$ cat config.mk
export PLATFORM = sky130hd
export DESIGN_NAME = audio_slot_playback_controller
export DESIGN_NICKNAME = d
export VERILOG_FILES = /design/src/rtl/aspc_pkg.sv /design/src/rtl/aspc_ctrl.sv /design/src/rtl/aspc_dp.sv /design/src/rtl/audio_slot_playback_controller.sv
export SDC_FILE = /design/constraint.sdc
export NUM_CORES = 1
export LEC_CHECK = 0
export BUFFER_PORTS_ARGS = -buffer_cell sky130_fd_sc_hd__buf_4
export CORE_MARGIN = 2
export CORE_UTILIZATION = 50
export DETAILED_ROUTE_END_ITERATION = 16
export PLACE_DENSITY_LB_ADDON = 0.3
export REMOVE_ABC_BUFFERS = 1
export SYNTH_ARGS = -nofsm -noshare
export SYNTH_HDL_FRONTEND = slang
export SYNTH_SLANG_ARGS = --single-unit
$ cat constraint.sdc
create_clock -name i_clk -period 6.35 [get_ports i_clk]
set_input_delay 0.9525 -clock i_clk [delete_from_list [all_inputs] [get_ports i_clk]]
set_output_delay 0.9525 -clock i_clk [all_outputs]
set_load 0.02 [all_outputs]
$ cat src/rtl/aspc_pkg.sv
`timescale 1ns / 1ps
// ----------------------------------------------------------------------------
// aspc_pkg: shared types and constants for the audio slot playback controller
// Holds the word formats, operation and state codes and ring helpers.
// ----------------------------------------------------------------------------
package aspc_pkg;

    localparam int SLOT_COUNT       = 3;
    localparam int SPEAKER_DEPTH    = 2;
    localparam int MAX_SLOT_SAMPLES = 4096;
    localparam int SLOT_W           = $clog2(SLOT_COUNT);

    // Operation codes.
    localparam logic [2:0] OP_OPEN    = 3'd0;
    localparam logic [2:0] OP_SUBMIT  = 3'd1;
    localparam logic [2:0] OP_EOS     = 3'd2;
    localparam logic [2:0] OP_CANCEL  = 3'd3;
    localparam logic [2:0] OP_TICK    = 3'd4;
    localparam logic [2:0] OP_RELEASE = 3'd5;

    // Player modes.
    localparam logic [2:0] M_IDLE      = 3'd0;
    localparam logic [2:0] M_STREAMING = 3'd1;
    localparam logic [2:0] M_ENDING    = 3'd2;
    localparam logic [2:0] M_STOPPING  = 3'd3;
    localparam logic [2:0] M_DRAINED   = 3'd4;

    // Slot states.
    localparam logic [1:0] S_FREE    = 2'd0;
    localparam logic [1:0] S_FILLED  = 2'd1;
    localparam logic [1:0] S_PLAYING = 2'd2;

    // Result kinds.
    localparam logic [1:0] K_STATUS = 2'd0;
    localparam logic [1:0] K_PLAY   = 2'd1;
    localparam logic [1:0] K_STOP   = 2'd2;

    // Submit status codes.
    localparam logic [1:0] P_ACCEPTED = 2'd0;
    localparam logic [1:0] P_BUSY     = 2'd1;
    localparam logic [1:0] P_MISMATCH = 2'd2;
    localparam logic [1:0] P_NOT_OPEN = 2'd3;

    localparam logic [1:0] R_NONE      = 2'd0;
    localparam logic [1:0] R_COMPLETED = 2'd1;

    // Configuration register indexes.
    localparam logic CFG_DRAIN_TIMEOUT = 1'b0;
    localparam logic CFG_SLOT_SAMPLES  = 1'b1;

    typedef struct packed {
        logic [2:0]  operation;
        logic [31:0] now_ms;
        logic [31:0] format_code;
        logic        format_playable;
        logic        bus_available;
        logic [15:0] chunk_count;
        logic [1:0]  cancel_reason;
        logic [1:0]  speaker_occupied;
        logic        speaker_refuses;
    } t_item;

    typedef struct packed {
        logic [1:0]  result_kind;
        logic [1:0]  slot_index;
        logic [12:0] sample_count;
        logic [1:0]  push_status;
        logic [12:0] accepted_count;
        logic        success;
        logic [2:0]  player_state;
        logic [1:0]  end_reason;
        logic [15:0] underrun_count;
        logic [15:0] drain_timeout_count;
        logic [15:0] format_reject_count;
        logic        last;
    } t_result;

    typedef enum logic [2:0] {
        ST_IDLE,
        ST_OP,
        ST_RETIRE,
        ST_PLAY,
        ST_FINISH,
        ST_STATUS
    } t_state;

    // Commands from the controller to the datapath.
    typedef struct packed {
        logic load;
        logic exec;
        logic retire;
        logic play;
        logic finish;
        logic status;
    } t_cmd;

    // Status from the datapath to the controller.
    typedef struct packed {
        logic tick_go;
        logic retire_pend;
        logic play_ok;
    } t_stat;

    function automatic logic [SLOT_W-1:0] ring_next(input logic [SLOT_W-1:0] i);
        logic [SLOT_W-1:0] r;
        if (32'(i) + 1 >= SLOT_COUNT) begin
            r = '0;
        end else begin
            r = i + 1'b1;
        end
        return r;
    endfunction

    function automatic logic [15:0] sat_inc(input logic [15:0] v);
        return (v == 16'hFFFF) ? v : v + 16'd1;
    endfunction

endpackage

$ cat src/rtl/aspc_ctrl.sv
`timescale 1ns / 1ps
// ----------------------------------------------------------------------------
// aspc_ctrl: sequencer for one event
// Operation and status phases; a tick adds slot retire, play issue and finish.
// ----------------------------------------------------------------------------
module aspc_ctrl (
    input  logic            i_clk,
    input  logic            i_rst_n,
    input  logic            i_start,
    input  aspc_pkg::t_stat i_stat,
    output aspc_pkg::t_cmd  o_cmd,
    output logic            o_busy
);

    aspc_pkg::t_state r_state;
    aspc_pkg::t_state n_state;

    // State register.
    always_ff @(posedge i_clk) begin
        if (!i_rst_n) begin
            r_state <= aspc_pkg::ST_IDLE;
        end else begin
            r_state <= n_state;
        end
    end

    // Next state.
    always_comb begin
        n_state = r_state;
        unique case (r_state)
            aspc_pkg::ST_IDLE: begin
                if (i_start) n_state = aspc_pkg::ST_OP;
            end
            aspc_pkg::ST_OP: begin
                n_state = i_stat.tick_go ? aspc_pkg::ST_RETIRE : aspc_pkg::ST_STATUS;
            end
            aspc_pkg::ST_RETIRE: begin
                if (!i_stat.retire_pend) n_state = aspc_pkg::ST_PLAY;
            end
            aspc_pkg::ST_PLAY: begin
                if (!i_stat.play_ok) n_state = aspc_pkg::ST_FINISH;
            end
            aspc_pkg::ST_FINISH: n_state = aspc_pkg::ST_STATUS;
            aspc_pkg::ST_STATUS: n_state = aspc_pkg::ST_IDLE;
            default: n_state = aspc_pkg::ST_IDLE;
        endcase
    end

    // Commands.
    always_comb begin
        o_cmd = '0;
        unique case (r_state)
            aspc_pkg::ST_IDLE:   o_cmd.load   = i_start;
            aspc_pkg::ST_OP:     o_cmd.exec   = 1'b1;
            aspc_pkg::ST_RETIRE: o_cmd.retire = 1'b1;
            aspc_pkg::ST_PLAY:   o_cmd.play   = 1'b1;
            aspc_pkg::ST_FINISH: o_cmd.finish = 1'b1;
            aspc_pkg::ST_STATUS: o_cmd.status = 1'b1;
            default:             o_cmd        = '0;
        endcase
    end

    assign o_busy = (r_state != aspc_pkg::ST_IDLE);

endmodule

$ cat src/rtl/aspc_dp.sv
`timescale 1ns / 1ps
// ----------------------------------------------------------------------------
// aspc_dp: slot ring, stream state and result word register
// Carries out each phase that the controller commands.
// ----------------------------------------------------------------------------
module aspc_dp (
    input  logic              i_clk,
    input  logic              i_rst_n,
    input  aspc_pkg::t_cmd    i_cmd,
    input  aspc_pkg::t_item   i_item,
    input  logic              i_cfg_we,
    input  logic              i_cfg_idx,
    input  logic [31:0]       i_cfg_data,
    output aspc_pkg::t_stat   o_stat,
    output aspc_pkg::t_result o_result,
    output logic              o_valid
);

    localparam int SW = aspc_pkg::SLOT_W;

    aspc_pkg::t_item r_item;
    logic [31:0] r_timeout;
    logic [12:0] r_slot_samples;

    logic [2:0]  r_mode;
    logic [1:0]  r_reason;
    logic [1:0]  r_sstat [aspc_pkg::SLOT_COUNT];
    logic [12:0] r_sfill [aspc_pkg::SLOT_COUNT];
    logic [SW-1:0] r_fill_ptr, r_play_ptr, r_done_ptr;
    logic [SW:0] r_waiting, r_playing;
    logic [31:0] r_format;
    logic        r_first_played, r_dry;
    logic [31:0] r_drain_start, r_last_drain;
    logic        r_drain_running;
    logic [15:0] r_under, r_tmo, r_rej;
    logic [2:0]  r_occ;
    logic [1:0]  r_push;
    logic [12:0] r_acc;
    logic        r_succ;
    aspc_pkg::t_result r_out;
    logic        r_out_valid;

    logic [12:0] cap;
    logic [12:0] take;
    logic [31:0] ds;
    logic        dry;

    // Slot capacity and the accepted part of a chunk.
    always_comb begin
        cap  = (r_slot_samples > 13'(aspc_pkg::MAX_SLOT_SAMPLES))
             ? 13'(aspc_pkg::MAX_SLOT_SAMPLES) : r_slot_samples;
        take = (r_item.chunk_count < {3'b0, cap}) ? r_item.chunk_count[12:0] : cap;
        ds   = r_drain_running ? r_drain_start : r_item.now_ms;
        dry  = (r_waiting == '0) && (r_playing == '0);
    end

    // Status to the controller.
    always_comb begin
        o_stat.tick_go     = (r_item.operation == aspc_pkg::OP_TICK)
                           && (r_mode != aspc_pkg::M_IDLE) && (r_mode != aspc_pkg::M_DRAINED);
        o_stat.retire_pend = ({1'b0, r_playing} > r_occ);
        o_stat.play_ok     = ((r_mode == aspc_pkg::M_STREAMING) || (r_mode == aspc_pkg::M_ENDING))
                           && (r_waiting != '0)
                           && (r_occ < 3'(aspc_pkg::SPEAKER_DEPTH))
                           && !r_item.speaker_refuses;
    end

    // Configuration registers.
    always_ff @(posedge i_clk) begin
        if (!i_rst_n) begin
            r_timeout      <= 32'd2000;
            r_slot_samples <= '0;
        end else if (i_cfg_we) begin
            unique case (i_cfg_idx)
                aspc_pkg::CFG_DRAIN_TIMEOUT: r_timeout      <= i_cfg_data;
                aspc_pkg::CFG_SLOT_SAMPLES:  r_slot_samples <= i_cfg_data[12:0];
                default: ;
            endcase
        end
    end

    // Input word capture.
    always_ff @(posedge i_clk) begin
        if (i_cmd.load) r_item <= i_item;
    end

    // Stream state and result word.
    always_ff @(posedge i_clk) begin
        if (!i_rst_n) begin
            r_mode          <= aspc_pkg::M_IDLE;
            r_reason        <= aspc_pkg::R_NONE;
            for (int i = 0; i < aspc_pkg::SLOT_COUNT; i++) begin
                r_sstat[i] <= aspc_pkg::S_FREE;
                r_sfill[i] <= '0;
            end
            r_fill_ptr      <= '0;
            r_play_ptr      <= '0;
            r_done_ptr      <= '0;
            r_waiting       <= '0;
            r_playing       <= '0;
            r_format        <= '0;
            r_first_played  <= 1'b0;
            r_dry           <= 1'b0;
            r_drain_start   <= '0;
            r_drain_running <= 1'b0;
            r_last_drain    <= '0;
            r_under         <= '0;
            r_tmo           <= '0;
            r_rej           <= '0;
            r_occ           <= '0;
            r_push          <= '0;
            r_acc           <= '0;
            r_succ          <= 1'b0;
            r_out           <= '0;
            r_out_valid     <= 1'b0;
        end else begin
            r_out_valid <= 1'b0;

            // Non-tick operations, and the occupancy snapshot for a tick.
            if (i_cmd.exec) begin
                r_push <= aspc_pkg::P_ACCEPTED;
                r_acc  <= '0;
                r_succ <= 1'b0;
                r_occ  <= {1'b0, r_item.speaker_occupied};
                case (r_item.operation)
                    aspc_pkg::OP_OPEN: begin
                        if (r_mode == aspc_pkg::M_IDLE) begin
                            r_under <= '0;
                            r_tmo   <= '0;
                            r_rej   <= '0;
                            if (!r_item.format_playable) begin
                                r_rej <= 16'd1;
                            end else if (cap != '0 && r_item.bus_available) begin
                                for (int i = 0; i < aspc_pkg::SLOT_COUNT; i++) begin
                                    r_sstat[i] <= aspc_pkg::S_FREE;
                                    r_sfill[i] <= '0;
                                end
                                r_fill_ptr      <= '0;
                                r_play_ptr      <= '0;
                                r_done_ptr      <= '0;
                                r_waiting       <= '0;
                                r_playing       <= '0;
                                r_format        <= r_item.format_code;
                                r_reason        <= aspc_pkg::R_NONE;
                                r_first_played  <= 1'b0;
                                r_dry           <= 1'b0;
                                r_drain_running <= 1'b0;
                                r_last_drain    <= '0;
                                r_mode          <= aspc_pkg::M_STREAMING;
                                r_succ          <= 1'b1;
                            end
                        end
                    end
                    aspc_pkg::OP_SUBMIT: begin
                        if (r_mode != aspc_pkg::M_STREAMING) begin
                            r_push <= aspc_pkg::P_NOT_OPEN;
                        end else if (r_item.format_code != r_format) begin
                            r_rej  <= aspc_pkg::sat_inc(r_rej);
                            r_push <= aspc_pkg::P_MISMATCH;
                        end else if (r_item.chunk_count != '0) begin
                            if (r_sstat[r_fill_ptr] != aspc_pkg::S_FREE) begin
                                r_push <= aspc_pkg::P_BUSY;
                            end else begin
                                r_sfill[r_fill_ptr] <= take;
                                r_sstat[r_fill_ptr] <= aspc_pkg::S_FILLED;
                                r_fill_ptr          <= aspc_pkg::ring_next(r_fill_ptr);
                                r_waiting           <= r_waiting + 1'b1;
                                r_acc               <= take;
                            end
                        end
                    end
                    aspc_pkg::OP_EOS: begin
                        if (r_mode == aspc_pkg::M_STREAMING) begin
                            r_mode          <= aspc_pkg::M_ENDING;
                            r_drain_running <= 1'b0;
                        end
                    end
                    aspc_pkg::OP_CANCEL: begin
                        if (r_mode == aspc_pkg::M_STREAMING || r_mode == aspc_pkg::M_ENDING) begin
                            for (int i = 0; i < aspc_pkg::SLOT_COUNT; i++) begin
                                if (r_sstat[i] == aspc_pkg::S_FILLED) begin
                                    r_sstat[i] <= aspc_pkg::S_FREE;
                                end
                            end
                            r_waiting       <= '0;
                            r_fill_ptr      <= r_play_ptr;
                            r_reason        <= r_item.cancel_reason;
                            r_mode          <= aspc_pkg::M_STOPPING;
                            r_drain_start   <= r_item.now_ms;
                            r_drain_running <= 1'b1;
                            r_out             <= '0;
                            r_out.result_kind <= aspc_pkg::K_STOP;
                            r_out_valid       <= 1'b1;
                        end
                    end
                    aspc_pkg::OP_RELEASE: begin
                        if (r_mode == aspc_pkg::M_DRAINED) begin
                            r_mode <= aspc_pkg::M_IDLE;
                            r_succ <= 1'b1;
                        end
                    end
                    default: ;
                endcase
            end

            // Retire one finished slot.
            if (i_cmd.retire && o_stat.retire_pend) begin
                r_sstat[r_done_ptr] <= aspc_pkg::S_FREE;
                r_done_ptr          <= aspc_pkg::ring_next(r_done_ptr);
                r_playing           <= r_playing - 1'b1;
            end

            // Issue one play command.
            if (i_cmd.play && o_stat.play_ok) begin
                r_out              <= '0;
                r_out.result_kind  <= aspc_pkg::K_PLAY;
                r_out.slot_index   <= 2'(r_play_ptr);
                r_out.sample_count <= r_sfill[r_play_ptr];
                r_out_valid        <= 1'b1;
                r_sstat[r_play_ptr] <= aspc_pkg::S_PLAYING;
                r_play_ptr          <= aspc_pkg::ring_next(r_play_ptr);
                r_waiting           <= r_waiting - 1'b1;
                r_playing           <= r_playing + 1'b1;
                r_occ               <= r_occ + 3'd1;
                r_first_played      <= 1'b1;
            end

            // Underrun, drain and stop handling at the end of a tick.
            if (i_cmd.finish) begin
                if (r_mode == aspc_pkg::M_STREAMING && r_first_played) begin
                    if (dry && !r_dry) r_under <= aspc_pkg::sat_inc(r_under);
                    r_dry <= dry;
                end
                if (r_mode == aspc_pkg::M_ENDING && r_waiting == '0) begin
                    r_drain_start   <= ds;
                    r_drain_running <= 1'b1;
                    if (r_playing == '0 && r_occ == '0) begin
                        r_reason <= aspc_pkg::R_COMPLETED;
                        for (int i = 0; i < aspc_pkg::SLOT_COUNT; i++) begin
                            r_sstat[i] <= aspc_pkg::S_FREE;
                        end
                        r_fill_ptr      <= '0;
                        r_play_ptr      <= '0;
                        r_done_ptr      <= '0;
                        r_waiting       <= '0;
                        r_playing       <= '0;
                        r_last_drain    <= r_item.now_ms - ds;
                        r_drain_running <= 1'b0;
                        r_mode          <= aspc_pkg::M_DRAINED;
                    end else if (r_item.now_ms - ds >= r_timeout) begin
                        r_tmo             <= aspc_pkg::sat_inc(r_tmo);
                        r_reason          <= aspc_pkg::R_COMPLETED;
                        r_mode            <= aspc_pkg::M_STOPPING;
                        r_drain_start     <= r_item.now_ms;
                        r_out             <= '0;
                        r_out.result_kind <= aspc_pkg::K_STOP;
                        r_out_valid       <= 1'b1;
                    end
                end else if (r_mode == aspc_pkg::M_STOPPING) begin
                    if (r_occ == '0 || (r_item.now_ms - r_drain_start >= r_timeout)) begin
                        if (r_occ != '0) r_tmo <= aspc_pkg::sat_inc(r_tmo);
                        for (int i = 0; i < aspc_pkg::SLOT_COUNT; i++) begin
                            r_sstat[i] <= aspc_pkg::S_FREE;
                        end
                        r_fill_ptr      <= '0;
                        r_play_ptr      <= '0;
                        r_done_ptr      <= '0;
                        r_waiting       <= '0;
                        r_playing       <= '0;
                        r_last_drain    <= r_drain_running
                                         ? r_item.now_ms - r_drain_start : 32'd0;
                        r_drain_running <= 1'b0;
                        r_mode          <= aspc_pkg::M_DRAINED;
                    end
                end
            end

            // Final status word.
            if (i_cmd.status) begin
                r_out                     <= '0;
                r_out.result_kind         <= aspc_pkg::K_STATUS;
                r_out.push_status         <= r_push;
                r_out.accepted_count      <= r_acc;
                r_out.success             <= r_succ;
                r_out.player_state        <= r_mode;
                r_out.end_reason          <= r_reason;
                r_out.underrun_count      <= r_under;
                r_out.drain_timeout_count <= r_tmo;
                r_out.format_reject_count <= r_rej;
                r_out.last                <= 1'b1;
                r_out_valid               <= 1'b1;
            end
        end
    end

    assign o_result = r_out;
    assign o_valid  = r_out_valid;

endmodule

$ cat src/rtl/audio_slot_playback_controller.sv
`timescale 1ns / 1ps
// ----------------------------------------------------------------------------
// audio_slot_playback_controller: playback control over a ring of sample slots
// Takes stream events, issues play and stop words and one status word each.
// ----------------------------------------------------------------------------
// A plain event runs the operation phase and then the status phase; a tick
// runs the retire, play and finish phases between them.
// Events are taken one at a time; a tick stays in the retire phase while a
// finished slot is pending and in the play phase while a play word can issue.
// Reset is synchronous and active low; results cannot be held off.
module audio_slot_playback_controller (
    input  logic              i_clk,
    input  logic              i_rst_n,
    input  logic              start,
    output logic              busy,
    input  aspc_pkg::t_item   i_item,
    input  logic              i_cfg_we,
    input  logic              i_cfg_idx,
    input  logic [31:0]       i_cfg_data,
    output logic              o_valid,
    output aspc_pkg::t_result o_result
);

    aspc_pkg::t_cmd  cmd;
    aspc_pkg::t_stat stat;
    logic            ctrl_busy;

    // Sequencer.
    aspc_ctrl u_ctrl (
        .i_clk   (i_clk),
        .i_rst_n (i_rst_n),
        .i_start (start),
        .i_stat  (stat),
        .o_cmd   (cmd),
        .o_busy  (ctrl_busy)
    );

    // Slot ring and stream state.
    aspc_dp u_dp (
        .i_clk      (i_clk),
        .i_rst_n    (i_rst_n),
        .i_cmd      (cmd),
        .i_item     (i_item),
        .i_cfg_we   (i_cfg_we),
        .i_cfg_idx  (i_cfg_idx),
        .i_cfg_data (i_cfg_data),
        .o_stat     (stat),
        .o_result   (o_result),
        .o_valid    (o_valid)
    );

    assign busy = ctrl_busy;

endmodule
-- Yosys cells after proc, flatten, opt, wreduce, memory -nomap -nowiden
Memories as Yosys holds them, arrays and structs flattened. A register that Yosys moved wholly into a read port is not among the register bits.
Cells that the tools add are included.
- add/subtract/negate cells: 16
- order comparisons: 9
- equal/unequal tests: 31
- multiplexer cells: 274
- bitwise operators: 17
- reduce and logical (&&, ||, !) cells: 47
- operators by type and width (operator ; count):
    87-bit 2-to-1 mux ; 8
    16-bit 2-to-1 mux ; 22
    32-bit 2-to-1 mux ; 8
    2-bit 2-to-1 mux ; 73
    13-bit 2-to-1 mux ; 11
    3-bit 2-to-1 mux ; 46
    1-bit 2-to-1 mux ; 97
    32-bit by 2-bit >= comparator with 1-bit output, second input constant ; 3
    70-bit 2-to-1 mux ; 1
    32-bit >= comparator ; 2
    32-bit subtractor ; 2
    16-bit by 1-bit adder with 16-bit output, second input constant ; 3
    16-bit == test, second input constant ; 3
    32-bit inequality test ; 1
    16-bit case mux with 2 select lines ; 1
    3-bit by 2-bit == test with 1-bit output, second input constant ; 6
    3-bit zero test ; 6
    16-bit by 13-bit less-than comparator with 1-bit output ; 1
    16-bit nonzero test ; 1
    3-bit == test, second input constant ; 5
    1-bit OR ; 15
    3-bit case mux with 5 select lines ; 1
    2-bit nonzero test ; 7
    13-bit > comparator, second input constant ; 1
    other kinds (31) ; 70
- register bits after elaboration: 377
- bits in writable memories: 45
- input port bits: 127
- output and inout port bits: 89
- word-level logic and storage cells: 440
- memories kept: 2
- memory list (memory ; words ; width ; rd ports ; clocked after memory_dff ; write ports ; RTL line ; RTL):
    u_dp.r_sfill ; 3 ; 13 ; 1 ; 1 ; 3 ; aspc_dp.sv:28 ; logic [12:0] r_sfill [aspc_pkg::SLOT_COUNT];
    u_dp.r_sstat ; 3 ; 2 ; 4 ; 1 ; 3 ; aspc_dp.sv:27 ; logic [1:0] r_sstat [aspc_pkg::SLOT_COUNT];

-- Longest topological paths before layout
Gate-level depths: netlist (run 1).
- word-level depth: 18
- mapped depth: 26
- gate-level depth less buffers: 22

-- Modules after synthesis
Synthesis (run 1) repeated with hierarchy kept, for this count alone.
- cell total of the unflattened synthesis: 2283
- area, all modules: 22273.9 µm²
- by module, submodules not included (module ; instances ; cells each ; area an instance (µm²) ; seq. area each (µm²)):
    aspc_dp ; 1 ; 2255 ; 22049.9 ; 10109.7
    aspc_ctrl ; 1 ; 28 ; 224.0 ; 60.1

-- Worst setup path before layout (run 1)
No wires, ideal clock.
- kind: register to register
- start: reg u_ctrl.r_state[1]
- end: reg u_dp.r_item[0] (netlist bit), enable pin
- setup time: 0.540 ns
- arrival: 4.760 ns
- required time: 5.810 ns
- path slack: 1.050 ns
- stages on the path, launching flop included: 4
- buffers on the path: 1
- period minus slack after synthesis: 5.300 ns
- cell sequence: dfxtp_1 -> clkbuf_1 -> or3_1 -> nor2_1
- RTL lines (item ; RTL line ; RTL):
    from (decl) ; aspc_ctrl.sv:15 ; aspc_pkg::t_state r_state;
    from (signal assigned) ; aspc_ctrl.sv:21 ; r_state <= aspc_pkg::ST_IDLE;
    from (signal assigned) ; aspc_ctrl.sv:23 ; r_state <= n_state;
    to (signal assigned) ; aspc_dp.sv:84 ; if (i_cmd.load) r_item <= i_item;
    to (decl) ; aspc_dp.sv:21 ; aspc_pkg::t_item r_item;

-- Worst setup path in the final report (run 1)
- start: reg u_dp.r_item[55] (netlist bit)
- end: reg u_dp.r_waiting[1]
- cells in the longest elaborated chain, start to end: 7
- ends and longest elaborated chain (item ; RTL line ; RTL):
    32-bit subtractor ; aspc_dp.sv:260 ; if (r_occ == '0 || (r_item.now_ms - r_drain_start >= r_timeout)) begin
    32-bit >= comparator ; aspc_dp.sv:260 ;
    1-bit logical OR ; aspc_dp.sv:260 ;
    3-bit 2-to-1 mux ; aspc_dp.sv:260 ;
    3-bit 2-to-1 mux ; aspc_dp.sv:259 ; end else if (r_mode == aspc_pkg::M_STOPPING) begin
    3-bit 2-to-1 mux ; aspc_dp.sv:234 ; if (r_mode == aspc_pkg::M_ENDING && r_waiting == '0) begin
    3-bit 2-to-1 mux ; aspc_dp.sv:229 ; if (i_cmd.finish) begin
    to (signal assigned) ; aspc_dp.sv:167 ; r_waiting <= r_waiting + 1'b1;
    to (signal assigned) ; aspc_dp.sv:222 ; r_waiting <= r_waiting - 1'b1;
    to (decl) ; aspc_dp.sv:30 ; logic [SW:0] r_waiting, r_playing;
No other way between the ends.
A chain may end at the register's enable or synchronous reset.

==> run_results.csv, run 1 <==
group,metric,value,unit
pwr,comb_power_share,15.5,%
clocking,cts-root-buf,"clkbuf_16",
placement,hpwl,43100,um
yosys,avgSynthCellArea,9.41,um2
yosys,synthTopCellsByArea,"dfxtp_1 (25%), edfxtp_1 (20%), ha_1 (8.3%)",
layout,drive_gt1_share,14.1,%
min_path,hold_end,"u_dp.r_timeout[12]",
floorplanning,num_rows,78,
clocking,cts_tree,"yes",
floorplanning,core_area,45300,um2
timing,final.setup_skew,0.0188,ns
global_route,met2_usage,42.2,%
outcome,status,"complete, no violations",
timing,relSlewSlack,24.0,%
route,first_iter_violations,1647,
timing,holdWs,0.455,ns
route,vias,19104,
layout,fillers,3873,
pwr,p_int,5080,uW
flow_run,maxCapViolations,0,
worst_setup_path,arrival,6.57,ns
timing,setup_viol,0,
clocking,clkSinkCount,437,
clocking,clock_path_buffers,3,
layout,antenna_cells,0,
placement,place.port_buffers,215,
yosys,async_flop_share,0,%
clocking,clkLatencyLatePin,0.60,ns
yosys,syn_area,22900,um2
pwr,clkPwrFrac,40.4,%
timing,slew_violations,0,
min_path,hp-class,"reg -> reg",
layout,area_delta_synth_final,15.9,%
min_path,holdPathStages,2,
timing,min_period,6.10,ns
yosys,synth_edf_count,150,
clocking,cts-htree-levels,2,
pwr,swShare,26.8,%
layout,final_cell_area,26600,um2
timing,final-hold-violation-count,0,
yosys,synth_cell_types,94,
pwr,seqPwrFrac,44.0,%
worst_setup_path,rr_startpoint,"u_dp.r_item[55]",
floorplanning,die_h,218,um
worst_setup_path,crit_slowest_cell,"a31oi_1",
worst_setup_path,worstPathCellList,"inv_1, ha_1, inv_1, fa_1, a21o_1, a221oi_1, o211ai_1, a31oi_1, nor2b_1, a41oi_1, xnor2_1, ha_1, and3_1, a221o_1, a221oi_1, nand2_1, a31oi_1, a21oi_2, buf_4, a2111oi_2",
global_route,grtUsageTotal,25.5,%
route,vias_per_cell,5.91,
timing,fmax,0.164,GHz
route,wl_per_cell,19.1,um
yosys,synth_warnings,0,
global_route,use_met3,4.99,%
worst_setup_path,r2r_end,"u_dp.r_waiting[1]",
worst_setup_path,crit_required,6.82,ns
route,drc_errors,0,
floorplanning,pin_count,216,
route,drtAntennaViolNets,0,
global_route,grt_pass1_vias,18428,
worst_setup_path,reg2reg_depth,20,
placement,gp_congestion,0.899,
yosys,netlist.area_leader.share,25.1,%
route,first_pass_iters,5,
layout,layout_common_cells,"dfxtp_1 (286), buf_4 (236), nand2_1 (229)",
yosys,synth_top_flop_cell,"dfxtp_1",
clocking,clk_pin_slew,0.06,ns
global_route,gr-total-overflow,0,
yosys,synthCells,2434,
yosys,yosysTopAreaCell,"dfxtp_1",
pwr,p_switching,1860,uW
worst_setup_path,crit_fanout,15,
worst_setup_path,rrSetupSlack,0.25,ns
global_route,use_met1,33.9,%
floorplanning,start_util,50.6,%
timing,period_share,96.0,%
timing,tightest_slew,1.14,ns
pwr,finalPower,6940,uW
global_route,grt_max_degree,119,
layout,fin_nets,2873,
pwr,leakagePower,0.0105,uW
timing,fin_tns_setup,0,ns
worst_setup_path,end_kind,"register",
worst_setup_path,path_class,"reg -> reg",
pwr,peakVddDrop,0.000229,V
yosys,synth_seq_cells,437,
yosys,yosysSeqAreaShare,44.8,%
worst_setup_path,critPathLaunchType,"register",
clocking,numCtsBuffers,47,
placement,postPlaceCellArea,25000,um2
floorplanning,die_w,218,um
route,totalWireLength,61600,um
floorplanning,fp.dieArea,47500,um2
clocking,post_cts_buffers,0,
layout,mostFrequentLayoutCell,"dfxtp_1",
global_route,grt_pass1_wl,97300,um
global_route,gr-max-usage-layer,"met2",
timing,rsz0062_at_grt,"yes",
min_path,worstHoldStart,"u_dp.r_timeout[12]",
global_route,antenna_found_initial,0,
pwr,power.density,261,nW/um2
worst_setup_path,max_stage_delay,0.62,ns
-- critical path: cells and delay by family (launching register included) --
family	cells	cell delay [ns]
fa+ha+maj	3	0.82
compound gates	10	3.79
buf+inv	3	0.42
flops	1	0.38
xor+xnor	1	0.16
simple gates	3	0.42
-- cells in the mapped netlist, types with 8 or more instances --
cell type and count:
inv_1 123, nor4_1 22, xor2_1 69, nor2_1 186, o21ai_0 83, a21o_1 34
and2_1 21, o211ai_1 24, a22oi_1 76, mux4_2 13, nand4_1 31, clkbuf_1 106
nand2b_1 19, o21ai_1 20, a211oi_1 17, nand3_1 107, nand4b_1 8, a31oi_1 20
nor3_1 86, dfxtp_1 287, and3_1 37, a211o_1 12, ha_1 152, nand2_1 229
mux2_2 11, xnor2_1 37, buf_2 13, a21oi_1 184, o21a_1 15, edfxtp_1 150
mux2i_1 67, a2111oi_0 8, nor2b_1 16
-- kinds of logic (layout without fill, tap and decap cells) --
family | after synthesis | after routing | share of synthesized area [%]
adder cells (fa/ha/maj) | 154 | 154 | 8.48
AND/OR/NAND/NOR | 825 | 825 | 17.7
multiplexers | 91 | 91 | 4.75
AO/OA/AOI/OAI | 570 | 570 | 16.0
flip-flops | 437 | 437 | 44.8
buffers and inverters | 251 | 448 | 4.22
XOR/XNOR | 106 | 106 | 4.05
-- how the worst max path moves through the flow --
stage,from,end,slack (ns),cells after the start
after floorplan,u_dp.r_drain_running,u_dp.o_result[10],-0.04,21
after global placement,u_dp.r_drain_running,u_dp.o_result[85],0.51,22
after detailed placement,u_dp.r_drain_running,u_dp.o_result[77],0.38,21
after CTS,u_dp.r_drain_running,u_dp.o_result[77],0.38,21
after global routing,u_dp.r_drain_running,u_dp.r_tmo[15],-0.02,20
final,u_dp.r_item[55],u_dp.r_waiting[1],0.25,20
-- power groups by stage --
stage | sequential, uW | combinational [uW] | clock [uW]
after floorplan | 3100 | 744 | 0
after global placement | 3110 | 1020 | 0
after detailed placement | 3110 | 1060 | 0
after CTS | 3050 | 1070 | 2860
after global routing | 3060 | 1210 | 2980
final | 3050 | 1080 | 2810
-- flip-flops by register name (all words and copies together), names as in the netlist, 16 cells and up --
register	flops
u_dp.o_result	87
u_dp.r_tmo	16
u_dp.r_drain_start	32
u_dp.r_item	90
u_dp.r_under	16
u_dp.r_rej	16
u_dp.r_timeout	32
u_dp.r_sfill	52
u_dp.r_format	32
-- stage by stage --
step | setup WS [ns] | util (%) | instances
finish | 0.252 | 58.6 | 3231
global route | -0.0188 | 58.6 | 3231
CTS | 0.376 | 58.6 | 3231
detailed placement | 0.382 | 55.1 | 3143
global placement | 0.511 | 55.1 | 3143
floorplan | -0.0373 | - | 2307
-- area by class of cell --
type / instances / area (um2) / area share [%]
multi-input combinational: 1746 / 11700 / 44.1
sequential: 437 / 10300 / 38.6
timing repair buffer: 236 / 1770 / 6.67
clock buffer: 73 / 1370 / 5.14
tap: 600 / 751 / 2.83
inverter: 124 / 470 / 1.77
clock inverter: 15 / 224 / 0.843
-- per-layer routing --
metal	wire length, um	vias up
met5	0	-
met4	1610	0
met3	4320	116
met2	29000	619
met1	26700	9167
li1	-	9202
-- what timing repair did --
action	in CTS	in global routing
hold endpoints to repair	0	0
hold buffers	0	0
gates resized for setup	0	2
setup endpoints to repair	0	93
Note: power is estimated with default switching activity, not from simulation.
==> run 2, diff against run 1 <==
--- a/config.mk
+++ b/config.mk
@@ -9,8 +9,7 @@
 export CORE_MARGIN = 2
 export CORE_UTILIZATION = 50
 export DETAILED_ROUTE_END_ITERATION = 16
-export PLACE_DENSITY_LB_ADDON = 0.3
-export REMOVE_ABC_BUFFERS = 1
+export PLACE_DENSITY = 0.69
 export SYNTH_ARGS = -nofsm -noshare
 export SYNTH_HDL_FRONTEND = slang
 export SYNTH_SLANG_ARGS = --single-unit
==> run 2 against run 1 <==
Compared with the run above:
- sequential power hardly changed
- wire length up 2.1%
- sequential share of layout area decreased by 0.27 points
- largest power group unchanged
- highest routed layer unchanged
- worst hold slack lost 0.0021 ns
- critical endpoint is now u_dp.o_result[35]
- critical path type unchanged
- first-iteration DRC count fell by 7.0%
==> run_results.csv, run 2 (synthesized netlist as in run 1, its figures left out) <==
group,metric,value,unit
floorplanning,core_area,45300,um2
floorplanning,fp.dieArea,47500,um2
route,drtAntennaViolNets,0,
route,drc_errors,0,
pwr,power.density,268,nW/um2
worst_setup_path,end_kind,"register",
global_route,grt_pass1_vias,18703,
placement,postPlaceCellArea,25000,um2
worst_setup_path,crit_slowest_cell,"o311a_2",
pwr,p_int,5240,uW
layout,regMostFlops,"u_dp.r_item",
floorplanning,die_h,218,um
route,first_pass_iters,8,
layout,layout_common_cells,"dfxtp_1 (286), buf_4 (240), nand2_1 (229)",
route,vias,19145,
pwr,p_switching,1920,uW
worst_setup_path,startpoint,"u_dp.r_item[55]",
clocking,post_cts_buffers,0,
layout,antenna_cells,0,
route,first_iter_violations,1531,
clocking,cts_tree,"yes",
route,vias_per_cell,5.91,
pwr,peakVddDrop,0.000218,V
global_route,antenna_found_initial,0,
timing,final.setup_skew,0.0221,ns
outcome,status,"complete, no violations",
clocking,clock_path_buffers,3,
timing,tightest_slew,1.17,ns
worst_setup_path,arrival,6.36,ns
layout,drive_gt1_share,14.4,%
worst_setup_path,path_class,"reg -> reg",
route,totalWireLength,62900,um
timing,min_period,5.84,ns
floorplanning,die_w,218,um
worst_setup_path,rr_startpoint,"u_dp.r_item[55]",
timing,relSlewSlack,21.8,%
global_route,grt_pass1_wl,99900,um
route,wl_per_cell,19.4,um
layout,mostFrequentLayoutCell,"dfxtp_1",
placement,place.port_buffers,215,
placement,gp_congestion,0.951,
placement,dp_cells,3148,
floorplanning,pin_count,216,
timing,period_share,91.9,%
layout,fin_nets,2879,
layout,final_cell_area,26700,um2
timing,setup_ws,0.513,ns
clocking,ctsResizeCount,0,
global_route,grtUsageTotal,26.1,%
clocking,clkSinkCount,437,
clocking,clkLatencyLatePin,0.61,ns
timing,fin_tns_setup,0,ns
clocking,numCtsBuffers,48,
pwr,leakagePower,0.0106,uW
clocking,clk_pin_slew,0.06,ns
layout,area_delta_synth_final,16.7,%
floorplanning,num_rows,78,
timing,setup_viol,0,
worst_setup_path,max_stage_delay,0.51,ns
flow_run,maxCapViolations,0,
worst_setup_path,critPathLaunchType,"register",
min_path,hp-class,"reg -> reg",
global_route,grt_max_degree,113,
worst_setup_path,rrSetupSlack,0.51,ns
clocking,cts-root-buf,"clkbuf_16",
clocking,cts-htree-levels,2,
floorplanning,start_util,50.6,%
pwr,swShare,26.8,%
placement,hpwl,45200,um
timing,rsz0062_at_grt,"no",
layout,largest_register_ffs,90,
clocking,holdBufCountCts,0,
pwr,seqPwrFrac,42.7,%
worst_setup_path,crit_fanout,16,
worst_setup_path,r2r_end,"u_dp.o_result[35]",
timing,fmax,0.171,GHz
pwr,clkPwrFrac,42.0,%
layout,fin_cells,3238,
yosys,syn_nets,2715,
worst_setup_path,critPathCapture,"u_dp.o_result[35]",
global_route,gr-total-overflow,0,
pwr,comb_power_share,15.3,%
timing,final-hold-violation-count,0,
timing,slew_violations,0,
worst_setup_path,worstPathCellList,"inv_1, o21ai_0, ha_1, inv_1, fa_1, a211o_1, o211ai_1, a211oi_1, o22ai_1, o21ai_0, a211oi_1, a21oi_1, xor2_1, ha_1, a21o_1, a21oi_1, nand3_1, o21ai_1, o311a_2, buf_4, a22oi_1, nor2_1",
placement,dpl_worst_slack,0.707,ns
worst_setup_path,crit_required,6.87,ns
worst_setup_path,reg2reg_depth,22,
run 2: worst min-delay path by stage:
stage                                  from                end  slack, ns  depth (start not counted)
after floorplan               u_dp.r_acc[0]      u_dp.r_acc[0]       0.43                          2
after global placement        u_dp.r_acc[3]      u_dp.r_acc[3]       0.45                          2
after detailed placement      u_dp.r_acc[3]      u_dp.r_acc[3]       0.45                          2
after CTS                     u_dp.r_acc[3]      u_dp.r_acc[3]       0.45                          2
after global routing      u_dp.r_timeout[3]  u_dp.r_timeout[3]       0.48                          2
final                         u_dp.r_acc[3]      u_dp.r_acc[3]       0.45                          2
run 2: cell type report:
| class | instances | area [um2] |
|---|---|---|
| sequential | 437 | 10300 |
| clock buffer | 68 | 1410 |
| clock inverter | 22 | 324 |
| tap | 600 | 751 |
| multi-input combinational | 1746 | 11700 |
| timing repair buffer | 241 | 1820 |
| fill | 3954 | 18500 |
| inverter | 124 | 470 |
run 2: worst max-delay path, delay by kind of cell (launching register included):
kind / cells / cell delay, ns
AO/OA/AOI/OAI: 13 / 3.51
buffers and inverters: 3 / 0.46
flip-flops: 1 / 0.35
XOR/XNOR: 1 / 0.17
adder cells (fa/ha/maj): 3 / 0.98
AND/OR/NAND/NOR: 2 / 0.28
run 2: routing by layer:
layer  vias up  part of all wire (%)  GRT usage (%)  routed length [um]
li1       9214                     -              -                   -
met1      9199                    42           33.5               26700
met2       612                    49           44.5               30600
met3       120                   5.7           4.11                3560
met4         0                   3.2           9.39                2040
met5         -                     0              0                   0
run 2: through the flow:
step           utilization (%)  hold WS (ns)  power, uW
2_1_floorplan                -         0.425       3860
4_1_cts                   59.0         0.454       7190
3_3_place_gp              55.2         0.446       4160
5_1_grt                   59.0         0.478       7440
3_5_place_dp              55.2         0.445       4190
6_report                  59.0         0.453       7160
run 2: power groups by stage:
stage	combinational [uW]	sequential (uW)	clock [uW]
finish	1100	3050	3010
global route	1220	3060	3160
CTS	1090	3050	3050
detailed placement	1080	3110	0
global placement	1050	3110	0
floorplan	763	3090	0
==> run 3, diff against run 2 <==
--- a/config.mk
+++ b/config.mk
@@ -12,4 +12,5 @@
 export PLACE_DENSITY = 0.69
 export SYNTH_ARGS = -nofsm -noshare
 export SYNTH_HDL_FRONTEND = slang
+export SYNTH_HIERARCHICAL = 1
 export SYNTH_SLANG_ARGS = --single-unit
==> run 3 against run 2 <==
Compared with the run above:
- non-clock buffer count decreased by 7
- first-iteration DRC count decreased by 16%
- core utilization decreased by 0.13 points
- synthesized cell count decreased by 6.2%
- largest cell class unchanged
==> run_results.csv, run 3 <==
group,metric,value,unit
outcome,status,"complete, no violations",
route,wl_per_cell,17.8,um
layout,area_delta_synth_final,16.7,%
worst_setup_path,crit_fanout,69,
yosys,avgSynthCellArea,9.76,um2
clocking,clkSinkCount,437,
worst_setup_path,crit_slowest_cell,"dfxtp_2",
route,first_pass_iters,6,
route,drc_errors,0,
yosys,yosysTopAreaCell,"dfxtp_1",
yosys,synth_cell_types,83,
floorplanning,die_w,215,um
clocking,cts-htree-levels,2,
timing,relSlewSlack,24.4,%
worst_setup_path,reg2reg_depth,23,
global_route,grt_pass1_wl,87900,um
floorplanning,num_rows,77,
worst_setup_path,max_stage_delay,0.66,ns
timing,final.setup_skew,0.0157,ns
yosys,synth_common_cells,"dfxtp_1 (295), nand2_1 (212), nor2_1 (205)",
layout,layout_common_cells,"dfxtp_1 (294), buf_4 (232), nand2_1 (212)",
timing,fin_tns_setup,0,ns
route,totalWireLength,55200,um
timing,tightest_slew,1.13,ns
yosys,muxShareOfSynthArea,6.41,%
layout,fillers,3821,
yosys,synth_fa_ha_area_share,8.72,%
worst_setup_path,worstPathCellList,"nand2_1, o21ai_0, ha_1, inv_1, fa_1, a21oi_1, o2111ai_1, o211ai_1, a21oi_1, nor3b_1, nor2_1, a41oi_1, xnor2_1, ha_1, a21o_1, a21o_1, a21oi_1, o221ai_1, a21oi_2, o21ai_2, nor3_4, buf_12, a22o_1",
clocking,holdBufCountCts,0,
global_route,gr-total-overflow,0,
min_path,hp-class,"reg -> reg",
timing,holdWs,0.437,ns
placement,dp_cells,3011,
placement,dpl_worst_slack,0.586,ns
floorplanning,start_util,50.5,%
worst_setup_path,cpMostUsedCell,"a21oi_1",
worst_setup_path,end_kind,"register",
timing,setup_viol,0,
pwr,power.density,269,nW/um2
yosys,netlist.area_leader.share,26.5,%
clocking,clk_pin_slew,0.06,ns
timing,slew_violations,0,
yosys,synth_xor_xnor_area_share,4.01,%
yosys,synthCells,2283,
route,first_iter_violations,1286,
placement,place.port_buffers,215,
clocking,clkLatencyLatePin,0.59,ns
layout,mostFrequentLayoutCell,"dfxtp_1",
route,vias,17636,
worst_setup_path,path_class,"reg -> reg",
layout,drive_gt1_share,14.7,%
layout,regMostFlops,"u_dp/r_item",
floorplanning,fp.dieArea,46300,um2
floorplanning,core_area,44100,um2
worst_setup_path,critPathLaunchType,"register",
layout,fin_cells,3100,
worst_setup_path,crit_required,6.88,ns
yosys,yosys.area_share.simple,15.2,%
yosys,synth_top_family_by_area,"compound AO/OA/AOI/OAI gates",
flow_run,maxCapViolations,0,
clocking,cts_tree,"yes",
yosys,synth_top_flop_cell,"dfxtp_1",
timing,fmax,0.173,GHz
yosys,synth_edf_count,142,
global_route,grt_max_degree,72,
route,drtAntennaViolNets,0,
timing,period_share,91.1,%
timing,setup_ws,0.568,ns
clocking,numCtsBuffers,46,
yosys,async_flop_share,0,%
placement,hpwl,40900,um
clocking,post_cts_buffers,0,
worst_setup_path,arrival,6.31,ns
pwr,leakagePower,0.0103,uW
layout,fin_nets,2748,
yosys,syn_area,22300,um2
global_route,antenna_found_initial,9,
min_path,holdPathStages,2,
yosys,synth_seq_cells,437,
floorplanning,pin_count,216,
timing,min_period,5.78,ns
global_route,grtUsageTotal,23.3,%
yosys,synth_warnings,6,
global_route,grt_pass1_vias,16943,
yosys,yosys.cell_count.top_type,"dfxtp_1",
route,vias_per_cell,5.69,
yosys,yosysSeqAreaShare,45.7,%
yosys,syn_nets,2564,
clocking,cts-root-buf,"clkbuf_16",
placement,postPlaceCellArea,24400,um2
clocking,clock_path_buffers,3,
layout,largest_register_ffs,90,
yosys,synthTopCellsByArea,"dfxtp_1 (27%), edfxtp_1 (19%), ha_1 (8.5%)",
timing,rsz0062_at_grt,"no",
yosys,synth_compound_area_share,15.9,%
clocking,ctsResizeCount,0,
floorplanning,die_h,215,um
placement,gp_congestion,0.887,
layout,final_cell_area,26000,um2
pwr,peakVddDrop,0.000206,V
timing,final-hold-violation-count,0,
run 3: logic make-up after synthesis:
family / count (synthesis)
adder cells (fa/ha/maj): 154
AO/OA/AOI/OAI: 521
XOR/XNOR: 102
multiplexers: 122
flip-flops: 437
buffers and inverters: 234
AND/OR/NAND/NOR: 713
run 3: where the power goes:
part           switching (uW)  total (uW)  internal [uW]
Combinational             667        1150            487
Sequential               73.7        3070           2990
Clock                    1110        2780           1670
run 3: metrics by stage:
stage	utilization [%]	power [uW]
after detailed placement	55.3	4270
after CTS	58.9	7060
after floorplan	-	3930
after global placement	55.3	4230
final	58.9	7000
after global routing	58.9	7330
run 3: final cells by class:
type / instances / area, um2 / area share [%]
Multi-Input combinational cell: 1612 / 11200 / 43.1
Sequential cell: 437 / 10200 / 39.1
Timing Repair Buffer: 234 / 1780 / 6.85
Clock buffer: 70 / 1340 / 5.16
Tap cell: 592 / 741 / 2.85
Inverter: 136 / 513 / 1.97
Clock inverter: 15 / 229 / 0.881
Antenna cell: 4 / 10.0 / 0.0385
run 3: path summary, 6_finish.rpt:
kind,start,to,slack [ns]
max,u_dp/r_drain_running,u_dp/o_result[37],0.57
min,u_dp/r_sstat[3][1],u_dp/r_sstat[3][1],0.44
max reg2reg,u_dp/r_drain_running,u_dp/o_result[37],0.57
min reg2reg,u_dp/r_sstat[3][1],u_dp/r_sstat[3][1],0.44
run 3: worst max-delay path, delay by kind of cell (launching register included):
kind / cells / cell delay, ns
flip-flops: 1 / 0.66
AO/OA/AOI/OAI: 13 / 2.81
adder cells (fa/ha/maj): 3 / 0.79
AND/OR/NAND/NOR: 4 / 0.94
buffers and inverters: 2 / 0.36
XOR/XNOR: 1 / 0.11
run 3: per-layer routing:
metal	global-route usage, %	wire length, um	up-vias
li1	-	-	8675
met1	30.2	24000	8360
met2	39.1	26300	491
met3	4.70	3320	100
met4	7.68	1500	10
met5	0	57	-
